$ cat config.mk
export PLATFORM = sky130hd
export DESIGN_NAME = hypervector_majority_bundle_unit
export DESIGN_NICKNAME = d
export VERILOG_FILES = /design/src/rtl/hvmb_pkg.sv /design/src/rtl/hypervector_majority_bundle_unit.sv /design/src/rtl/hvmb_lane.sv /design/src/rtl/hvmb_merge.sv
export SDC_FILE = /design/constraint.sdc
export NUM_CORES = 2
export LEC_CHECK = 0
export BUFFER_PORTS_ARGS = -buffer_cell sky130_fd_sc_hd__buf_2
export CAP_MARGIN = 10
export CORE_ASPECT_RATIO = 1.5
export CORE_MARGIN = 3
export CORE_UTILIZATION = 40
export CTS_CLUSTER_SIZE = 30
export DETAILED_ROUTE_END_ITERATION = 6
export GPL_ROUTABILITY_DRIVEN = 0
export PLACE_DENSITY_LB_ADDON = 0.12
export SLEW_MARGIN = 10
export SYNTH_ARGS = -nofsm -noshare
export SYNTH_HDL_FRONTEND = slang
export SYNTH_HIERARCHICAL = 1
export SYNTH_SLANG_ARGS = --single-unit
$ cat constraint.sdc
create_clock -name clk -period 10.55 [get_ports clk]
set_input_delay 2.11 -clock clk [delete_from_list [all_inputs] [get_ports clk]]
set_output_delay 2.11 -clock clk [all_outputs]
set_load 0.02 [all_outputs]
$ cat src/rtl/hvmb_pkg.sv
`timescale 1ns / 1ps
// Package for the hypervector majority bundling unit.
// Holds widths, register indexes and the control struct between top and merge; no dependencies.
package hvmb_pkg;

    localparam int unsigned DATA_W      = 64;
    localparam int unsigned CNT_W       = 8;
    localparam int unsigned TAIL_W      = 6;
    localparam int unsigned CFG_INDEX_W = 4;
    localparam int unsigned CFG_DATA_W  = 8;

    localparam int unsigned MAX_VECTORS_DEF = 255;
    localparam int unsigned WORD_BITS_DEF   = 64;

    localparam int unsigned CNT_MAX = (1 << CNT_W) - 1;

    localparam logic [CFG_INDEX_W-1:0] REG_VECTOR_COUNT = CFG_INDEX_W'(0);
    localparam logic [CFG_INDEX_W-1:0] REG_TAIL_BITS    = CFG_INDEX_W'(1);

    localparam logic [CNT_W-1:0] VC_RESET   = CNT_W'(1);
    localparam logic [TAIL_W-1:0] TAIL_RESET = TAIL_W'(0);

    typedef struct packed {
        logic              load;
        logic              final_flag;
        logic [TAIL_W-1:0] tail_bits;
    } hvmb_merge_ctrl_t;

endpackage

$ cat src/rtl/hypervector_majority_bundle_unit.sv
`timescale 1ns / 1ps
// Top level of the hypervector majority bundling unit.
// Depends on hvmb_pkg, hvmb_lane and hvmb_merge.
//
// Bundles binary hypervectors by bitwise strict majority. Feed the words of one
// word position back to back, one word from each vector; the word that brings the
// count up to vector_count (0 reads as 1, values above MAX_VECTORS clamp to it)
// completes the group, and the next cycle its result word appears on the output
// with last copied from that word's final_word flag. A result bit is 1 where more
// than half of the words had it set; on a final word, bits at and above tail_bits
// are cleared (0 keeps all). The unit takes one word per clock cycle: one lane per
// bit updates its count as each word is taken, and the merge stage registers the
// result. The input stalls only when a word would complete a group while the
// previous result is still waiting in the output register and out_ready is low;
// words that do not complete a group are taken regardless. Write the registers
// (index 0 vector_count, index 1 tail_bits) only while the unit is idle; the
// configuration port is always ready.
module hypervector_majority_bundle_unit
#(
    parameter int unsigned MAX_VECTORS = hvmb_pkg::MAX_VECTORS_DEF,
    parameter int unsigned WORD_BITS   = hvmb_pkg::WORD_BITS_DEF
)
(
    input  logic                                 clk,
    input  logic                                 rst_n,
    // input transactions
    input  logic                                 in_valid,
    output logic                                 in_ready,
    input  logic [hvmb_pkg::DATA_W-1:0]          vector_word,
    input  logic                                 final_word,
    // result transactions
    output logic                                 out_valid,
    input  logic                                 out_ready,
    output logic [hvmb_pkg::DATA_W-1:0]          bundled_word,
    output logic                                 last,
    // configuration writes
    input  logic                                 cfg_valid,
    output logic                                 cfg_ready,
    input  logic [hvmb_pkg::CFG_INDEX_W-1:0]     cfg_index,
    input  logic [hvmb_pkg::CFG_DATA_W-1:0]      cfg_data
);

    // Clamp ceiling for the vector count, limited by the counter width
    localparam int unsigned NCAP_INT = (MAX_VECTORS > hvmb_pkg::CNT_MAX)
                                       ? hvmb_pkg::CNT_MAX : MAX_VECTORS;
    localparam logic [hvmb_pkg::CNT_W-1:0] N_CAP = NCAP_INT[hvmb_pkg::CNT_W-1:0];

    logic [hvmb_pkg::CNT_W-1:0]  vector_count_reg;
    logic [hvmb_pkg::CNT_W-1:0]  vector_count_next;
    logic [hvmb_pkg::TAIL_W-1:0] tail_bits_reg;
    logic [hvmb_pkg::TAIL_W-1:0] tail_bits_next;
    logic [hvmb_pkg::CNT_W-1:0]  words_seen_reg;
    logic [hvmb_pkg::CNT_W-1:0]  words_seen_next;
    logic [hvmb_pkg::CNT_W-1:0]  words_inc;
    logic [hvmb_pkg::CNT_W-1:0]  n_eff;
    logic                        complete;
    logic                        in_accept;
    logic                        cfg_accept;
    logic [WORD_BITS-1:0]        votes;
    hvmb_pkg::hvmb_merge_ctrl_t  merge_ctrl;

    // Effective vector count: zero reads as one, large values clamp
    always_comb
    begin
        priority if (vector_count_reg == '0)
        begin
            n_eff = hvmb_pkg::CNT_W'(1);
        end
        else if (vector_count_reg > N_CAP)
        begin
            n_eff = N_CAP;
        end
        else
        begin
            n_eff = vector_count_reg;
        end
    end

    assign words_inc = words_seen_reg + hvmb_pkg::CNT_W'(1);
    assign complete  = words_inc >= n_eff;

    // Hold the input only when this word would overwrite a waiting result
    assign in_ready  = !(complete && out_valid && !out_ready);
    assign in_accept = in_valid && in_ready;

    assign cfg_ready  = 1'b1;
    assign cfg_accept = cfg_valid && cfg_ready;

    always_comb
    begin
        words_seen_next = words_seen_reg;
        if (in_accept)
        begin
            words_seen_next = complete ? '0 : words_inc;
        end
    end

    // Configuration registers; writes to other indexes are dropped
    always_comb
    begin
        vector_count_next = vector_count_reg;
        tail_bits_next    = tail_bits_reg;
        if (cfg_accept)
        begin
            unique case (cfg_index)
                hvmb_pkg::REG_VECTOR_COUNT: vector_count_next = cfg_data;
                hvmb_pkg::REG_TAIL_BITS:    tail_bits_next    = cfg_data[hvmb_pkg::TAIL_W-1:0];
                default:                    ;
            endcase
        end
    end

    always_ff @(posedge clk or negedge rst_n)
    begin
        if (!rst_n)
        begin
            vector_count_reg <= hvmb_pkg::VC_RESET;
            tail_bits_reg    <= hvmb_pkg::TAIL_RESET;
            words_seen_reg   <= '0;
        end
        else
        begin
            vector_count_reg <= vector_count_next;
            tail_bits_reg    <= tail_bits_next;
            words_seen_reg   <= words_seen_next;
        end
    end

    // One counting lane per live bit of the word
    for (genvar i = 0; i < WORD_BITS; i++)
    begin : g_lane
        hvmb_lane u_lane
        (
            .clk      (clk),
            .rst_n    (rst_n),
            .accept   (in_accept),
            .complete (complete),
            .bit_in   (vector_word[i]),
            .n_eff    (n_eff),
            .vote     (votes[i])
        );
    end

    assign merge_ctrl.load       = in_accept && complete;
    assign merge_ctrl.final_flag = final_word;
    assign merge_ctrl.tail_bits  = tail_bits_reg;

    hvmb_merge
    #(
        .WORD_BITS (WORD_BITS)
    )
    u_merge
    (
        .clk          (clk),
        .rst_n        (rst_n),
        .votes        (votes),
        .ctrl         (merge_ctrl),
        .out_ready    (out_ready),
        .out_valid    (out_valid),
        .bundled_word (bundled_word),
        .last         (last)
    );

    // A completing transaction always leaves a result behind
    a_complete_loads: assert property (@(posedge clk) disable iff (!rst_n)
        in_accept && complete |=> out_valid)
        else $error("completing word did not produce a result");

    // A completing transaction restarts the word count
    a_complete_clears: assert property (@(posedge clk) disable iff (!rst_n)
        in_accept && complete |=> words_seen_reg == '0)
        else $error("word count not cleared after completion");

    // The input is only held back by a waiting result
    a_stall_cause: assert property (@(posedge clk) disable iff (!rst_n)
        !in_ready |-> out_valid && !out_ready)
        else $error("input stalled without a waiting result");

    // The word count never wraps
    a_count_range: assert property (@(posedge clk) disable iff (!rst_n)
        words_seen_reg != hvmb_pkg::CNT_W'(hvmb_pkg::CNT_MAX))
        else $error("word count reached its top value");

endmodule

$ cat src/rtl/hvmb_lane.sv
`timescale 1ns / 1ps
// One bit lane: saturating vote counter and strict-majority decision.
// Depends on hvmb_pkg for the counter width.
module hvmb_lane
(
    input  logic                      clk,
    input  logic                      rst_n,
    input  logic                      accept,
    input  logic                      complete,
    input  logic                      bit_in,
    input  logic [hvmb_pkg::CNT_W-1:0] n_eff,
    output logic                      vote
);

    logic [hvmb_pkg::CNT_W-1:0] cnt_reg;
    logic [hvmb_pkg::CNT_W-1:0] cnt_next;
    logic [hvmb_pkg::CNT_W-1:0] cnt_inc;

    // Saturate at the counter's top value
    assign cnt_inc = (bit_in && (cnt_reg != hvmb_pkg::CNT_W'(hvmb_pkg::CNT_MAX)))
                     ? cnt_reg + hvmb_pkg::CNT_W'(1) : cnt_reg;

    // Strict majority: twice the count above the vector count
    assign vote = {cnt_inc, 1'b0} > {1'b0, n_eff};

    always_comb
    begin
        cnt_next = cnt_reg;
        if (accept)
        begin
            cnt_next = complete ? '0 : cnt_inc;
        end
    end

    always_ff @(posedge clk or negedge rst_n)
    begin
        if (!rst_n)
        begin
            cnt_reg <= '0;
        end
        else
        begin
            cnt_reg <= cnt_next;
        end
    end

endmodule

$ cat src/rtl/hvmb_merge.sv
`timescale 1ns / 1ps
// Merge stage: gathers the lane votes, applies the tail mask, holds the result register.
// Depends on hvmb_pkg for widths and the control struct.
module hvmb_merge
#(
    parameter int unsigned WORD_BITS = hvmb_pkg::WORD_BITS_DEF
)
(
    input  logic                           clk,
    input  logic                           rst_n,
    input  logic [WORD_BITS-1:0]           votes,
    input  hvmb_pkg::hvmb_merge_ctrl_t     ctrl,
    input  logic                           out_ready,
    output logic                           out_valid,
    output logic [hvmb_pkg::DATA_W-1:0]    bundled_word,
    output logic                           last
);

    logic                        out_valid_reg;
    logic                        out_valid_next;
    logic [hvmb_pkg::DATA_W-1:0] word_reg;
    logic                        last_reg;
    logic [hvmb_pkg::DATA_W-1:0] masked;
    logic                        apply_mask;

    assign apply_mask = ctrl.final_flag && (ctrl.tail_bits != '0)
                        && ({1'b0, ctrl.tail_bits} < 7'(WORD_BITS));

    for (genvar i = 0; i < hvmb_pkg::DATA_W; i++)
    begin : g_bit
        if (i < WORD_BITS)
        begin : g_live
            assign masked[i] = votes[i]
                               && (!apply_mask || (7'(i) < {1'b0, ctrl.tail_bits}));
        end
        else
        begin : g_dead
            assign masked[i] = 1'b0;
        end
    end

    always_comb
    begin
        out_valid_next = out_valid_reg;
        if (ctrl.load)
        begin
            out_valid_next = 1'b1;
        end
        else if (out_ready)
        begin
            out_valid_next = 1'b0;
        end
    end

    always_ff @(posedge clk or negedge rst_n)
    begin
        if (!rst_n)
        begin
            out_valid_reg <= 1'b0;
        end
        else
        begin
            out_valid_reg <= out_valid_next;
        end
    end

    always_ff @(posedge clk)
    begin
        if (ctrl.load)
        begin
            word_reg <= masked;
            last_reg <= ctrl.final_flag;
        end
    end

    assign out_valid    = out_valid_reg;
    assign bundled_word = word_reg;
    assign last         = last_reg;

endmodule
==> flow_summary.html <==
<table>
<tr><th>Metric</th><th>Value</th></tr>
<tr><th colspan="2">CTS</th></tr>
<tr><td>Resized cells post-CTS</td><td>0</td></tr>
<tr><td>TritonCTS buffer count</td><td>76</td></tr>
<tr><td>CTS Root Cell</td><td>sky130_fd_sc_hd__clkbuf_16</td></tr>
<tr><td>Max Buffers Root-to-Sink</td><td>3</td></tr>
<tr><td>Cts-stage hold buffer count</td><td>0</td></tr>
<tr><td>Maximum level of the CTS H-tree</td><td>3</td></tr>
<tr><td>TritonCTS sink count</td><td>600</td></tr>
<tr><td>Clock transition at the registers of the reported paths</td><td>60 ps</td></tr>
<tr><td>CTS tree</td><td>built</td></tr>
<tr><td>Buffers inserted by post-CTS timing repair</td><td>0</td></tr>
<tr><td>Worst-skew pair later-pin latency</td><td>700 ps</td></tr>
<tr><th colspan="2">Pwr</th></tr>
<tr><td>Total power draw</td><td>18500 uW</td></tr>
<tr><td>Net Sw Frac</td><td>0.495</td></tr>
<tr><td>Cell Int Power</td><td>9320 uW</td></tr>
<tr><td>Power per cell area</td><td>314 nW/um2</td></tr>
<tr><td>Clock share of power</td><td>0.148</td></tr>
<tr><td>Logic gate share of total power</td><td>0.568</td></tr>
<tr><td>Largest vdd supply drop</td><td>0.000250 V</td></tr>
<tr><td>Switching power</td><td>9140 uW</td></tr>
<tr><td>Static leakage</td><td>0.0260 uW</td></tr>
<tr><td>Part of the total power dissipated in sequential elements</td><td>0.285</td></tr>
<tr><th colspan="2">STA</th></tr>
<tr><td>Max_slew headroom</td><td>0.189</td></tr>
<tr><td>Post-layout min period</td><td>5960 ps</td></tr>
<tr><td>Slew of the pin with the lowest slew margin</td><td>1200 ps</td></tr>
<tr><td>Unrepaired setup endpoints after global routing</td><td>no</td></tr>
<tr><td>Maximum achievable frequency</td><td>168 MHz</td></tr>
<tr><td>Final worst path period share</td><td>0.565</td></tr>
<tr><td>Setup Viol. Count Final</td><td>0</td></tr>
<tr><td>Total negative setup slack</td><td>0 ps</td></tr>
<tr><td>Max Transition Viols Final</td><td>0</td></tr>
<tr><td>Final-layout worst hold slack</td><td>539 ps</td></tr>
<tr><td>Hold violation total from the final report</td><td>0</td></tr>
<tr><td>Worst clock skew on the final layout</td><td>34.4 ps</td></tr>
<tr><th colspan="2">Synthesis</th></tr>
<tr><td>Post-synth ARST share</td><td>0.892</td></tr>
<tr><td>Basic-gate share of the synthesized area counting and, or, nand and nor cells</td><td>0.222</td></tr>
<tr><td>Top cells by area, synth</td><td>sky130_fd_sc_hd__dfrtp_1 25%, sky130_fd_sc_hd__ha_1 12%, sky130_fd_sc_hd__inv_1 5.9%</td></tr>
<tr><td>Yosys top cell area share</td><td>0.249</td></tr>
<tr><td>Mean instance size in the synthesized netlist</td><td>8.41 um2</td></tr>
<tr><td>Count of flip-flops with a built-in enable after synthesis</td><td>65</td></tr>
<tr><td>Synth area leader</td><td>sky130_fd_sc_hd__dfrtp_1</td></tr>
<tr><td>Total nets after synthesis</td><td>6974</td></tr>
<tr><td>Top cells by instance count after synthesis</td><td>849 x sky130_fd_sc_hd__inv_1, 606 x sky130_fd_sc_hd__nand2_1, 534 x sky130_fd_sc_hd__dfrtp_1</td></tr>
<tr><td>Post-synthesis mux area share</td><td>0.0646</td></tr>
<tr><td>Gate count after technology mapping</td><td>6371</td></tr>
<tr><td>Complex-gate fraction of the synthesized area</td><td>0.191</td></tr>
<tr><td>Synth Area in Adders</td><td>0.122</td></tr>
<tr><td>Main combinational cell family by area after synthesis</td><td>simple AND/OR/NAND/NOR gates</td></tr>
<tr><td>Top flip-flop cell by instance count after synthesis</td><td>sky130_fd_sc_hd__dfrtp_1</td></tr>
<tr><td>Post-synthesis register bit count</td><td>600</td></tr>
<tr><td>Synth Warn #</td><td>6</td></tr>
<tr><td>Fraction of synthesized cell area in xor and xnor cells</td><td>0.0431</td></tr>
<tr><td>Count leader, synth</td><td>sky130_fd_sc_hd__inv_1</td></tr>
<tr><td>Netlist Area Pre-Place</td><td>53600 um2</td></tr>
<tr><td>Share of synthesized area occupied by flip-flops and latches</td><td>0.286</td></tr>
<tr><td>Synth cell types</td><td>64</td></tr>
<tr><th colspan="2">Route</th></tr>
<tr><td>Initial drt markers</td><td>2851</td></tr>
<tr><td>Drt pass-1 iters</td><td>5</td></tr>
<tr><td>Number of nets with antenna violations after routing</td><td>0</td></tr>
<tr><td>DRC violations left</td><td>0</td></tr>
<tr><td>Overall via count from detail_route</td><td>47300</td></tr>
<tr><td>DRT Wirelength</td><td>158 mm</td></tr>
<tr><td>Average wire per cell in the routed design</td><td>19.1 um</td></tr>
<tr><td>Vias per std cell</td><td>5.71</td></tr>
<tr><th colspan="2">Run</th></tr>
<tr><td>MaxCap Viol Count</td><td>0</td></tr>
<tr><th colspan="2">Global route</th></tr>
<tr><td>Total track usage</td><td>0.225</td></tr>
<tr><td>Global-route wire length before repair</td><td>252 mm</td></tr>
<tr><td>Total global routing overflow</td><td>0</td></tr>
<tr><td>Number of antenna violations at the first check in global routing</td><td>22</td></tr>
<tr><td>Pin count of the biggest net entering global routing</td><td>227</td></tr>
<tr><td>Via count of the first global-routing pass</td><td>45700</td></tr>
<tr><th colspan="2">Die</th></tr>
<tr><td>Placeable core area</td><td>132000 um2</td></tr>
<tr><td>Floorplan die width</td><td>305 um</td></tr>
<tr><td>Standard-cell row count</td><td>163</td></tr>
<tr><td>Initial core utilization</td><td>0.405</td></tr>
<tr><td>Count of boundary I/O pins</td><td>150</td></tr>
<tr><td>DIE AREA</td><td>139000 um2</td></tr>
<tr><td>Die H</td><td>454 um</td></tr>
<tr><th colspan="2">Critical path</th></tr>
<tr><td>Startpoint type of the worst setup path</td><td>flip-flop</td></tr>
<tr><td>Setup Crit Path Kind</td><td>flip-flop to primary output</td></tr>
<tr><td>Slack of the worst reg-to-reg path</td><td>5310 ps</td></tr>
<tr><td>Highest net fanout along the worst path</td><td>37</td></tr>
<tr><td>Required time of the worst setup path</td><td>8440 ps</td></tr>
<tr><td>Arrival time at the worst endpoint</td><td>3850 ps</td></tr>
<tr><td>Endpoint type of the worst setup path</td><td>primary output</td></tr>
<tr><th colspan="2">Status</th></tr>
<tr><td>Result of the run</td><td>completed</td></tr>
<tr><th colspan="2">Layout</th></tr>
<tr><td>Number of nets in the layout</td><td>7076</td></tr>
<tr><td>Share of the core filled with cells</td><td>0.444</td></tr>
<tr><td>Total of fill cells in the finished design</td><td>13100</td></tr>
<tr><td>Max FFs per register</td><td>512</td></tr>
<tr><td>Area growth from synthesis to layout</td><td>9.59%</td></tr>
<tr><td>Layout cells sized above 1</td><td>0.0901</td></tr>
<tr><th colspan="2">Placement</th></tr>
<tr><td>HPWL after detailed placement</td><td>107 mm</td></tr>
<tr><td>Port Buffers</td><td>148</td></tr>
<tr><th colspan="2">Hold path</th></tr>
<tr><td>Path category of the worst min-delay check</td><td>flip-flop to flip-flop</td></tr>
</table>
cell type report:
type / instances / area, um2 / share of cell area
clock inverter: 35 / 353 / 0.00601
clock buffer: 106 / 2140 / 0.0364
antenna: 9 / 22.5 / 0.000383
multi-input combinational: 4766 / 34400 / 0.586
inverter: 849 / 3200 / 0.0545
sequential: 600 / 15400 / 0.262
tap: 1732 / 2170 / 0.0369
timing repair buffer: 180 / 1070 / 0.0181
cell families after synthesis:
| family | Yosys count |
|---|---|
| AND/OR/NAND/NOR | 2132 |
| AO/OA/AOI/OAI | 1519 |
| other | 1 |
| multiplexers | 329 |
| XOR/XNOR | 264 |
| buffers and inverters | 1005 |
| flip-flops | 600 |
| adder cells (fa/ha/maj) | 521 |
through the flow:
step | instance area (um2) | worst slack, ps | cells
floorplan | 53600 | 204 | 6371
CTS | 58700 | 4500 | 8268
global placement | 56200 | 5340 | 8127
finish | 58700 | 4590 | 8277
global route | 58700 | 4470 | 8270
detailed placement | 56200 | 5270 | 8127
routing by layer:
layer / share of wire / up-vias / global-route usage
li1: - / 23300 / -
met5: 0.00027 / - / 0
met2: 0.50 / 785 / 0.405
met3: 0.044 / 196 / 0.0308
met1: 0.44 / 22900 / 0.280
met4: 0.024 / 6 / 0.0616
worst max-delay path, stage by stage (launching register included):
cell and delay [ps]:
sky130_fd_sc_hd__dfrtp_4 770, sky130_fd_sc_hd__nor4_1 420, sky130_fd_sc_hd__a41o_4 560, sky130_fd_sc_hd__ha_1 320, sky130_fd_sc_hd__nand2b_4 150, sky130_fd_sc_hd__a2111oi_4 360
sky130_fd_sc_hd__o31a_4 250, sky130_fd_sc_hd__or2_2 160, sky130_fd_sc_hd__buf_2 160
power groups by stage:
| stage | Sequential [uW] | Combinational, uW | Clock, uW |
|---|---|---|---|
| 6_report | 5260 | 10500 | 2720 |
| 5_1_grt | 5480 | 12000 | 2910 |
| 4_1_cts | 5250 | 10600 | 2830 |
| 3_5_place_dp | 5270 | 10500 | 0 |
| 3_3_place_gp | 5240 | 10300 | 0 |
| 2_1_floorplan | 4450 | 8110 | 0 |
worst paths after layout:
check	to	startpoint	cells after the start
max in group asynchronous	g_lane[18].u_lane/cnt_reg[1]$_DFFE_PN0P_	rst_n	3
min	words_seen_reg[7]$_DFFE_PN0P_	words_seen_reg[7]$_DFFE_PN0P_	1
max	in_ready	vector_count_reg[3]$_DFFE_PN0P_	8
min reg2reg	words_seen_reg[7]$_DFFE_PN0P_	words_seen_reg[7]$_DFFE_PN0P_	1
max reg2reg	g_lane[16].u_lane/cnt_reg[0]$_DFFE_PN0P_	vector_count_reg[5]$_DFFE_PN0P_	12
min in group asynchronous	g_lane[48].u_lane/cnt_reg[0]$_DFFE_PN0P_	rst_n	1
layout by cell type (no fill, tap or decap), types with 67 or more instances in the layout:
cell,count
sky130_fd_sc_hd__a21o_1,67
sky130_fd_sc_hd__nand2_1,606
sky130_fd_sc_hd__a21oi_1,516
sky130_fd_sc_hd__mux2i_1,193
sky130_fd_sc_hd__o31ai_1,128
sky130_fd_sc_hd__nand2b_1,131
sky130_fd_sc_hd__o21ai_0,87
sky130_fd_sc_hd__o22ai_1,128
sky130_fd_sc_hd__inv_1,847
sky130_fd_sc_hd__o221ai_1,128
sky130_fd_sc_hd__ha_1,521
sky130_fd_sc_hd__mux2_2,136
sky130_fd_sc_hd__o21a_1,140
sky130_fd_sc_hd__nor2b_1,67
sky130_fd_sc_hd__buf_2,147
sky130_fd_sc_hd__nand3_1,331
sky130_fd_sc_hd__nor3_1,132
sky130_fd_sc_hd__dfrtp_1,527
sky130_fd_sc_hd__xnor2_1,261
sky130_fd_sc_hd__clkbuf_16,78
sky130_fd_sc_hd__nor2_1,328
sky130_fd_sc_hd__nand4_1,130
No activity file was read; power rests on OpenSTA's default activity.
